**config.mk**
```make
export PLATFORM = sky130hd
export DESIGN_NAME = square_wave_note_sequencer_core
export DESIGN_NICKNAME = d
export VERILOG_FILES = /design/src/hdl/swns_pkg.sv /design/src/hdl/square_wave_note_sequencer_core.sv
export VERILOG_INCLUDE_DIRS = /design/src /design/src/hdl
export SDC_FILE = /design/constraint.sdc
export NUM_CORES = 1
export LEC_CHECK = 0
export BUFFER_PORTS_ARGS = -buffer_cell sky130_fd_sc_hd__buf_4
export CAP_MARGIN = 20
export CORE_MARGIN = 2
export CORE_UTILIZATION = 25
export DETAILED_ROUTE_END_ITERATION = 8
export MAX_ROUTING_LAYER = met4
export PLACE_DENSITY = 0.43
export SYNTH_ARGS = -nofsm -noshare
export SYNTH_HDL_FRONTEND = slang
export SYNTH_SLANG_ARGS = --single-unit
```
**constraint.sdc**
```tcl
create_clock -name i_clk -period 5.6 [get_ports i_clk]
set_clock_uncertainty 0.05 [all_clocks]
set_input_delay 0 -clock i_clk [delete_from_list [all_inputs] [get_ports i_clk]]
set_output_delay 0 -clock i_clk [all_outputs]
set_load 0.03 [all_outputs]
```
**src/hdl/square_wave_note_sequencer_core_assert.svh**
```systemverilog
// ----------------------------------------------------------------------------
// Square-wave note sequencer assertion macros
// Implication checks on the rising clock edge, gated off while reset is low.
// ----------------------------------------------------------------------------
`ifndef SQUARE_WAVE_NOTE_SEQUENCER_CORE_ASSERT_SVH
`define SQUARE_WAVE_NOTE_SEQUENCER_CORE_ASSERT_SVH

// same-cycle implication
`define SWNS_ASSERT_SAME(label, clk, rst_n, ante, cons) \
    label: assert property (@(posedge clk) disable iff (!rst_n) (ante) |-> (cons)) \
        else $error("swns check failed");

// next-cycle implication
`define SWNS_ASSERT_NEXT(label, clk, rst_n, ante, cons) \
    label: assert property (@(posedge clk) disable iff (!rst_n) (ante) |=> (cons)) \
        else $error("swns check failed");

`endif

```
**src/hdl/swns_pkg.sv**
```systemverilog
// ----------------------------------------------------------------------------
// swns_pkg
// Types, register indexes and the note period table of the sequencer.
// ----------------------------------------------------------------------------
package swns_pkg;

    localparam int PERIOD_BITS = 8;   // largest period is 168
    localparam int DIV_BITS    = 9;   // largest divisor is 2 * 168
    localparam int GAIN_BITS   = 15;
    localparam int NLEN_BITS   = 20;
    localparam int SEQ_BITS    = 4;
    localparam int SAMPLE_BITS = 16;
    localparam int CFG_BITS    = 20;
    localparam int CFG_ADDR_BITS = 2;

    localparam logic [GAIN_BITS-1:0] GAIN_RESET = 15'd5000;
    localparam logic [NLEN_BITS-1:0] NLEN_RESET = 20'd11025;
    localparam logic [SEQ_BITS-1:0]  SEQ_RESET  = 4'd12;

    typedef enum logic [CFG_ADDR_BITS-1:0] {
        REG_GAIN      = 2'd0,
        REG_NOTE_LEN  = 2'd1,
        REG_SEQ_LEN   = 2'd2
    } t_reg_idx;

    typedef enum logic [2:0] {
        ST_IDLE,
        ST_DIV_A,   // counter mod 2p
        ST_SPLIT,   // derive waves of period p and 2p
        ST_DIV_B,   // counter mod p/2
        ST_FORM     // form sample, advance note
    } t_state;

    // 44100 / f truncated; entries past twelve repeat the first four
    function automatic logic [PERIOD_BITS-1:0] note_period(input logic [SEQ_BITS-1:0] idx);
        logic [PERIOD_BITS-1:0] p;
        case (idx)
            4'd0:    p = 8'd168;
            4'd1:    p = 8'd150;
            4'd2:    p = 8'd133;
            4'd3:    p = 8'd126;
            4'd4:    p = 8'd112;
            4'd5:    p = 8'd100;
            4'd6:    p = 8'd89;
            4'd7:    p = 8'd100;
            4'd8:    p = 8'd112;
            4'd9:    p = 8'd126;
            4'd10:   p = 8'd133;
            4'd11:   p = 8'd150;
            4'd12:   p = 8'd168;
            4'd13:   p = 8'd150;
            4'd14:   p = 8'd133;
            4'd15:   p = 8'd126;
            default: p = 8'd168;
        endcase
        return p;
    endfunction

endpackage

```
**src/hdl/square_wave_note_sequencer_core.sv**
```systemverilog
// ----------------------------------------------------------------------------
// square_wave_note_sequencer_core
// Three-voice square-wave sequencer built on one restoring remainder unit.
// ----------------------------------------------------------------------------
// Steps: a tick word with tick high starts ST_DIV_A, the remainder unit working
//   out the counter mod 2p one bit per cycle; ST_SPLIT then derives two waves,
//   ST_DIV_B works out the counter mod p/2 and ST_FORM forms the sample once the
//   output register is free. A new tick word is taken only back in ST_IDLE.
// A tick word with tick low is taken while idle and yields nothing.
// Reset (sync, active low): counters and note index cleared, registers to defaults.
`include "square_wave_note_sequencer_core_assert.svh"

module square_wave_note_sequencer_core
    import swns_pkg::*;
#(
    parameter int TABLE_NOTES  = 12,   // 1..16
    parameter int COUNTER_BITS = 32    // 16..32
) (
    input  logic                      i_clk,
    input  logic                      i_rst_n,
    // configuration write port
    input  logic                      i_cfg_we,
    input  logic [CFG_ADDR_BITS-1:0]  i_cfg_addr,
    input  logic [CFG_BITS-1:0]       i_cfg_data,
    // tick words
    input  logic                      s_axis_tvalid,
    output logic                      s_axis_tready,
    input  logic [7:0]                s_axis_tdata,   // [0] tick, [7:1] zero
    // sample words
    output logic                      m_axis_tvalid,
    input  logic                      m_axis_tready,
    output logic [39:0]               m_axis_tdata    // [15:0] left_sample,
                                                      // [31:16] right_sample,
                                                      // [35:32] note_index,
                                                      // [39:36] zero
);

    localparam int BIT_W = $clog2(COUNTER_BITS);
    localparam logic [BIT_W-1:0]    LAST_BIT = BIT_W'(COUNTER_BITS - 1);
    localparam logic [SEQ_BITS:0]   NOTES_V  = (SEQ_BITS+1)'(TABLE_NOTES);

    // configuration
    logic [GAIN_BITS-1:0]   r_gain;
    logic [NLEN_BITS-1:0]   r_note_len;
    logic [SEQ_BITS-1:0]    r_seq_len;

    // sequencer state
    t_state                 r_state, n_state;
    logic [COUNTER_BITS-1:0] r_sample_counter, n_sample_counter;
    logic [NLEN_BITS-1:0]   r_in_note, n_in_note;
    logic [SEQ_BITS-1:0]    r_note, n_note;

    // remainder unit
    logic [PERIOD_BITS-1:0] r_period, n_period;
    logic [DIV_BITS-1:0]    r_div, n_div;
    logic [DIV_BITS-1:0]    r_rem, n_rem;
    logic [BIT_W-1:0]       r_bit, n_bit;
    logic                   r_wave_a, n_wave_a;
    logic                   r_wave_b, n_wave_b;

    // output register
    logic                   r_m_valid, n_m_valid;
    logic [SAMPLE_BITS-1:0] r_sample, n_sample;
    logic [SEQ_BITS-1:0]    r_out_note, n_out_note;

    // shared datapath signals
    logic [DIV_BITS:0]      w_shift;
    logic                   w_ge;
    logic [DIV_BITS-1:0]    w_rem_step;
    logic [SEQ_BITS:0]      w_len;
    logic [DIV_BITS-1:0]    w_p_ext;
    logic [DIV_BITS-1:0]    w_mod_p;
    logic                   w_wave_c;
    logic                   w_load;
    logic [SEQ_BITS:0]      w_note_inc;
    logic [NLEN_BITS-1:0]   w_in_note_inc;
    logic [NLEN_BITS-1:0]   w_nlen;

    assign s_axis_tready = (r_state == ST_IDLE);
    assign m_axis_tvalid = r_m_valid;
    assign m_axis_tdata  = {4'd0, r_out_note, r_sample, r_sample};

    // effective sequence length: zero acts as one, saturate at the table size
    always_comb begin
        if (r_seq_len == '0) begin
            w_len = (SEQ_BITS+1)'(1);
        end else if ({1'b0, r_seq_len} > NOTES_V) begin
            w_len = NOTES_V;
        end else begin
            w_len = {1'b0, r_seq_len};
        end
    end

    assign w_nlen = (r_note_len == '0) ? NLEN_BITS'(1) : r_note_len;

    // one restoring step: bring in the next counter bit, MSB first
    assign w_shift    = {r_rem, r_sample_counter[r_bit]};
    assign w_ge       = (w_shift >= {1'b0, r_div});
    assign w_rem_step = w_ge ? DIV_BITS'(w_shift - {1'b0, r_div}) : DIV_BITS'(w_shift);

    // mod 2p reduced to mod p with one conditional subtract
    assign w_p_ext  = {1'b0, r_period};
    assign w_mod_p  = (r_rem >= w_p_ext) ? (r_rem - w_p_ext) : r_rem;
    // third voice: r_rem holds counter mod (p/2), r_div holds p/2
    assign w_wave_c = (r_rem > (r_div >> 1));

    assign w_load        = !r_m_valid || m_axis_tready;
    assign w_note_inc    = {1'b0, r_note} + (SEQ_BITS+1)'(1);
    assign w_in_note_inc = r_in_note + NLEN_BITS'(1);

    always_comb begin
        n_state          = r_state;
        n_sample_counter = r_sample_counter;
        n_in_note        = r_in_note;
        n_note           = r_note;
        n_period         = r_period;
        n_div            = r_div;
        n_rem            = r_rem;
        n_bit            = r_bit;
        n_wave_a         = r_wave_a;
        n_wave_b         = r_wave_b;
        n_sample         = r_sample;
        n_out_note       = r_out_note;
        n_m_valid        = r_m_valid && !m_axis_tready;

        case (r_state)
            ST_IDLE: begin
                if (s_axis_tvalid && s_axis_tdata[0]) begin
                    // note index past a shortened sequence restarts at zero
                    if ({1'b0, r_note} >= w_len) begin
                        n_note   = '0;
                        n_period = note_period('0);
                    end else begin
                        n_period = note_period(r_note);
                    end
                    n_div   = {n_period, 1'b0};
                    n_rem   = '0;
                    n_bit   = LAST_BIT;
                    n_state = ST_DIV_A;
                end
            end
            ST_DIV_A: begin
                n_rem = w_rem_step;
                n_bit = r_bit - BIT_W'(1);
                if (r_bit == '0) begin
                    n_state = ST_SPLIT;
                end
            end
            ST_SPLIT: begin
                n_wave_b = (r_rem > w_p_ext);
                n_wave_a = (w_mod_p > DIV_BITS'(r_period >> 1));
                n_div    = DIV_BITS'(r_period >> 1);
                n_rem    = '0;
                n_bit    = LAST_BIT;
                n_state  = ST_DIV_B;
            end
            ST_DIV_B: begin
                n_rem = w_rem_step;
                n_bit = r_bit - BIT_W'(1);
                if (r_bit == '0) begin
                    n_state = ST_FORM;
                end
            end
            ST_FORM: begin
                if (w_load) begin
                    // product of three +/-1 waves is positive for an even count of -1
                    if ((r_wave_a == r_wave_b) == w_wave_c) begin
                        n_sample = {1'b0, r_gain};
                    end else begin
                        n_sample = SAMPLE_BITS'(0) - {1'b0, r_gain};
                    end
                    n_out_note       = r_note;
                    n_m_valid        = 1'b1;
                    n_sample_counter = r_sample_counter + COUNTER_BITS'(1);
                    if (w_in_note_inc >= w_nlen) begin
                        n_in_note = '0;
                        n_note    = (w_note_inc >= w_len) ? '0 : w_note_inc[SEQ_BITS-1:0];
                    end else begin
                        n_in_note = w_in_note_inc;
                    end
                    n_state = ST_IDLE;
                end
            end
            default: begin
                n_state = ST_IDLE;
            end
        endcase
    end

    always_ff @(posedge i_clk) begin
        if (!i_rst_n) begin
            r_state          <= ST_IDLE;
            r_m_valid        <= 1'b0;
            r_sample_counter <= '0;
            r_in_note        <= '0;
            r_note           <= '0;
            r_gain           <= GAIN_RESET;
            r_note_len       <= NLEN_RESET;
            r_seq_len        <= SEQ_RESET;
        end else begin
            r_state          <= n_state;
            r_m_valid        <= n_m_valid;
            r_sample_counter <= n_sample_counter;
            r_in_note        <= n_in_note;
            r_note           <= n_note;
            if (i_cfg_we) begin
                case (i_cfg_addr)
                    REG_GAIN:     r_gain     <= i_cfg_data[GAIN_BITS-1:0];
                    REG_NOTE_LEN: r_note_len <= i_cfg_data[NLEN_BITS-1:0];
                    REG_SEQ_LEN:  r_seq_len  <= i_cfg_data[SEQ_BITS-1:0];
                    default: begin
                    end
                endcase
            end
        end
    end

    // datapath registers, no reset
    always_ff @(posedge i_clk) begin
        r_period   <= n_period;
        r_div      <= n_div;
        r_rem      <= n_rem;
        r_bit      <= n_bit;
        r_wave_a   <= n_wave_a;
        r_wave_b   <= n_wave_b;
        r_sample   <= n_sample;
        r_out_note <= n_out_note;
    end

    // ------------------------------------------------------------------------
    // checks
    // ------------------------------------------------------------------------
    `SWNS_ASSERT_SAME(a_note_in_table, i_clk, i_rst_n, 1'b1, {1'b0, r_note} < NOTES_V)
    `SWNS_ASSERT_SAME(a_rem_below_div, i_clk, i_rst_n,
        (r_state == ST_DIV_A) || (r_state == ST_DIV_B), r_rem < r_div)
    `SWNS_ASSERT_NEXT(a_tick_starts, i_clk, i_rst_n,
        s_axis_tvalid && s_axis_tready && s_axis_tdata[0], r_state == ST_DIV_A)
    `SWNS_ASSERT_NEXT(a_counter_step, i_clk, i_rst_n,
        (r_state == ST_FORM) && w_load,
        r_sample_counter == COUNTER_BITS'($past(r_sample_counter) + COUNTER_BITS'(1)))
    `SWNS_ASSERT_SAME(a_out_note_valid, i_clk, i_rst_n,
        m_axis_tvalid, {1'b0, m_axis_tdata[35:32]} < NOTES_V)

endmodule
```
# [Word-level counts from Yosys, hierarchy flattened]
# Memory sizes are Yosys's and may differ from the RTL's. A register that Yosys moved wholly into a read port is not among the register bits.
# Index checks and enable logic that the tools add are counted.
[totals] register_bits=152 mem_bits_ro=128 output_inout_bits=42 word_cells=103 mem_count=1
[memory_table] name="(no name shown)" words=16 width=8 rd=1 rd_ports_with_merged_regs=1 write_ports=0 line_no="swns_pkg.sv:37" rtl="case (idx)"
[classes] addsub=7 n_lt_le_gt_ge=10 eq_ne=14 n_mux=31 n_reduce_logical=23
[ops] op="2-to-1 mux 20 bit" n=2
[ops] op="2-to-1 mux 9 bit" n=4
[ops] op="adder 32 x 1 -> 32 bit (second input constant)" n=1
[ops] op="2-to-1 mux 4 bit" n=8
[ops] op="one-hot mux 9 bit (3 select lines)" n=1
[ops] op="adder 20 x 1 -> 20 bit (second input constant)" n=1
[ops] op=">= comparator 20 bit" n=1
[ops] op="zero test 20 bit" n=1
[ops] op="greater-than comparator 9 x 8 -> 1 bit" n=2
[ops] op="one-hot mux 9 bit (2 select lines)" n=1
[ops] op="subtractor 1 x 15 -> 16 bit (first input constant)" n=1
[ops] op="2-to-1 mux 15 bit" n=1
[ops] op="one-hot mux 3 bit (5 select lines)" n=1
[ops] op="one-hot mux 5 bit (3 select lines)" n=1
[ops] op="AND reduction 2 bit" n=7
[ops] op="2-to-1 mux 3 bit" n=4
[ops] op=">= comparator 10 x 9 -> 1 bit" n=1
[ops] op="2-to-1 mux 5 bit" n=2
[ops] op=">= comparator 9 x 8 -> 1 bit" n=1
[ops] op="greater-than comparator 9 x 7 -> 1 bit" n=1
[ops] op="subtractor 9 x 8 -> 9 bit" n=1
[ops] op="subtractor 9 bit" n=1
[ops] op="2-to-1 mux 8 bit" n=1
[ops] op="inequality test 2 bit (second input constant)" n=4
[ops] op="28 further kinds" n=36

# [Depth between registers and ports, before layout]
[depth] word_depth=10 depth_mapped=22

# [Worst setup path before layout]
# Ideal clock, no wire load.
[synth_timing] path_kind="flip-flop to flip-flop" startpoint="register r_rem[1]" endpoint="register r_wave_a (data pin)" setup_ns=0.278 arrival_ns=3.651 required_ns=5.272 path_slack_ns=1.621 path_stages_with_launch=19 cell_sequence="edfxtp_1 -> ha_1 -> a21o_1 -> a21o_1 -> a21o_1 -> a21oi_1 -> o21ai_1 -> a2111o_1 -> mux2_1 -> ha_1 -> nor2b_1 -> o21a_1 -> o21a_1 -> o21ai_0 -> nand2b_1 -> a21oi_1 -> nor2b_1 -> o22ai_1 -> o311ai_0"
[synth_via] elab_chain_len=3
[synth_rtl] item="start: declaration" line_no="square_wave_note_sequencer_core.sv:56" rtl="logic [DIV_BITS-1:0] r_rem, n_rem;"
[synth_rtl] item="start signal: assignment" line_no="square_wave_note_sequencer_core.sv:222" rtl="r_rem <= n_rem;"
[synth_rtl] item="subtractor 9 x 8 -> 9 bit / >= comparator 9 x 8 -> 1 bit (equally long branches)" line_no="square_wave_note_sequencer_core.sv:103" rtl="assign w_mod_p = (r_rem >= w_p_ext) ? (r_rem - w_p_ext) : r_rem;"
[synth_rtl] item="2-to-1 mux 9 bit (*)" line_no="square_wave_note_sequencer_core.sv:103"
[synth_rtl] item="greater-than comparator 9 x 7 -> 1 bit (*)" line_no="square_wave_note_sequencer_core.sv:151" rtl="n_wave_a = (w_mod_p > DIV_BITS'(r_period >> 1));"
[synth_rtl] item="end signal: assignment" line_no="square_wave_note_sequencer_core.sv:224" rtl="r_wave_a <= n_wave_a;"
[synth_rtl] item="end: declaration" line_no="square_wave_note_sequencer_core.sv:58" rtl="logic r_wave_a, n_wave_a;"
# Every way passes the cells marked *; elsewhere a longest branch is shown, timed or not.
# A chain may end at the register's enable or synchronous reset.

==> results.toml <==
[timing]
clock.fmax_mhz = 211
report.final.slew_viol_count = 0
slew_headroom = 0.332
worst_pin_slew_ps = 1000
finalCritPeriodShare = 0.845
fin_tns_setup_ps = 0
setup_viol = 0
rsz0062_at_grt = "false"
fin_crit_ps = 4730
hold_viol = 0

[route]
vias = 7002
wl_per_cell_um = 14.0
drc = 0
drtIter0Drc = 351
postRouteAntennaNets = 0
dr.pass1.iters = 7
wl_mm = 21.8
viasPerCell = 4.50

[global_route]
grt_pass1_wl_mm = 36.2
met1_usage = 0.154
grt_util_met3 = 0.0234
met2_usage = 0.200
antenna_found_initial = 0
grt_usage = 0.122
gr-total-overflow = 0
grt_max_degree = 84
grt_pass1_vias = 7016
busiest_layer = "met2"

[synth]
syn_area_um2 = 9100
synth-seq-cells = 160
synth_area_leaders = "dfxtp_1 (24%), edfxtp_1 (17%), ha_1 (8.8%)"
postSynthCellCount = 1015
synth-edff-count = 53
synthTopCellsByCount = "nand2_1 (137), nor2_1 (114), dfxtp_1 (107)"
yosys_warnings = 0
synth_top_cell_area_share = 0.235
synthFlopType = "dfxtp_1"
yosys.area.top_type = "dfxtp_1"
ys_types = 74
synth_area_per_cell_um2 = 8.96
ys_seq_area_frac = 0.410
async_reset_ff_frac = 0
yosysMostFrequentCell = "nand2_1"

[floorplanning]
ios = 77
initial_utilization = 0.255
die_x_um = 195
die_height_um = 195
dieArea_um2 = 37900
rows = 69
coreArea_um2 = 35700

[worst_setup_path]
cp_max_fo = 7
r2r_cells = 19
r2r-start = "r_in_note[0]"
critPathKind = "reg2reg"
start_kind = "register"
reg2reg_slack_ps = 870
crit_required_ps = 5910
crit_arrival_ps = 5040
crit_path_start = "r_in_note[0]"
end_kind = "register"

[placed_design]
postPlaceCellArea_um2 = 9920
place_hpwl_mm = 15.5
port_buffers = 65
gp_congestion = 0.773

[clock_tree]
clock_path_buffers = 2
cts_resized = 0
cts_buffers = 17
ctsHtreeMaxLevel = 4
clockRootBuffer = "clkbuf_16"
clk_pin_slew_ps = 70
cts_tree = "built"
insertion_delay_ps = 440
cts_sinks = 160

[power_and_ir_drop]
p_leak_uw = 0.00432
vdd_ir_drop_max_uv = 197
power_density_nw_per_um2 = 246

[cells_and_area]
seqCellArea_um2 = 3730
stdcell_area_um2 = 10800
multi_input_area_um2 = 4840
antenna_cells = 0
area_delta_synth_final_pct = 18.6
fill_cells = 3825
num-nets-final = 1184
drive_above_1_share = 0.131

[hold_path]
min_from = "s_axis_tdata[0]"
hold_class = "in2reg"

[status]
outcome = "completed"

[run]
cap_violations = 0
[layer usage]
metal / up-vias / routed length [µm]
li1: 3601 / -
met1: 3325 / 10700
met2: 61 / 10500
met3: 15 / 401
met4: 0 / 203
met5: - / 0
[cell usage in the layout, fill, tap and decap left out, drive strengths merged, types with 32 or more instances in the layout]
master / instances
dfxtp: 107
a21oi: 82
nor2: 117
edfxtp: 53
nand2: 137
ha: 64
xnor2: 36
buf: 71
inv: 65
xor2: 39
dlygate4sd3: 32
o21ai: 38
[final cells by class]
cell class,count,share of cell area
inverter,63,0.0220
clock buffer,20,0.0405
multi-input combinational,738,0.449
sequential,160,0.346
clock inverter,12,0.0103
tap,461,0.0535
timing repair buffer,103,0.0791
[per-stage QoR]
step,cells,power [µW],utilization,setup WS [ps],hold slack (ps)
final,1557,2650,0.302,868,149
after global routing,1557,2780,0.302,487,181
after CTS,1557,2700,0.302,866,157
after detailed placement,1493,1530,0.278,913,183
after global placement,1493,1530,0.278,917,184
after floorplan,1018,1460,-,1620,74.0
[critical path: stages (launching register included)]
cell      delay [ps]
dfxtp_1          410
ha_1             250
nand3_1          200
nor2_1           220
nand4_1          250
nor2_1           420
nand3_1          150
xnor2_1          240
ha_1             290
a21oi_1          160
nand2_1           70
a221oi_1         350
o31ai_2          210
o21ai_2          300
nor3b_2           90
o21ai_2          300
inv_1            160
ha_1             240
o22a_1           210
o21ai_1           80
[cells by family after synthesis]
family | synth area share
AND/OR/NAND/NOR | 0.206
AO/OA/AOI/OAI | 0.118
adder cells (fa/ha/maj) | 0.0924
other | 0.000412
flip-flops | 0.410
buffers and inverters | 0.0598
XOR/XNOR | 0.0730
multiplexers | 0.0397
[sequential cells by signal, summed over array words and instances (netlist names), named ones only]
signal            cells
r_sample_counter     32
r_in_note            20
r_note_len           20
r_sample             16
r_gain               15
r_div                 9
r_rem                 9
r_period              8
r_bit                 5
r_note                4
r_out_note            4
r_seq_len             4
r_state               3
m_axis_tvalid         1
r_wave_a              1
r_wave_b              1
[report_power, final]
group	total, µW	internal (µW)	switching [µW]
Combinational	274	121	153
Clock	1130	615	517
Sequential	1250	1220	23.5
[how the worst min path moves through the flow]
stage	to	slack (ps)	depth (start not counted)
after floorplan	r_gain[12]	70	2
after global placement	r_gain[7]	180	3
after detailed placement	r_gain[7]	180	3
after CTS	r_rem[3]	160	3
after global routing	r_rem[3]	180	3
final	r_rem[3]	150	3
[repair_timing]
action | 4_1_cts | 5_1_grt
hold buffers | 32 | 0
hold endpoints to repair | 47 | 0
setup buffers | 0 | 0
setup endpoints to repair | 0 | 0
(Power assumes the default switching activity.)
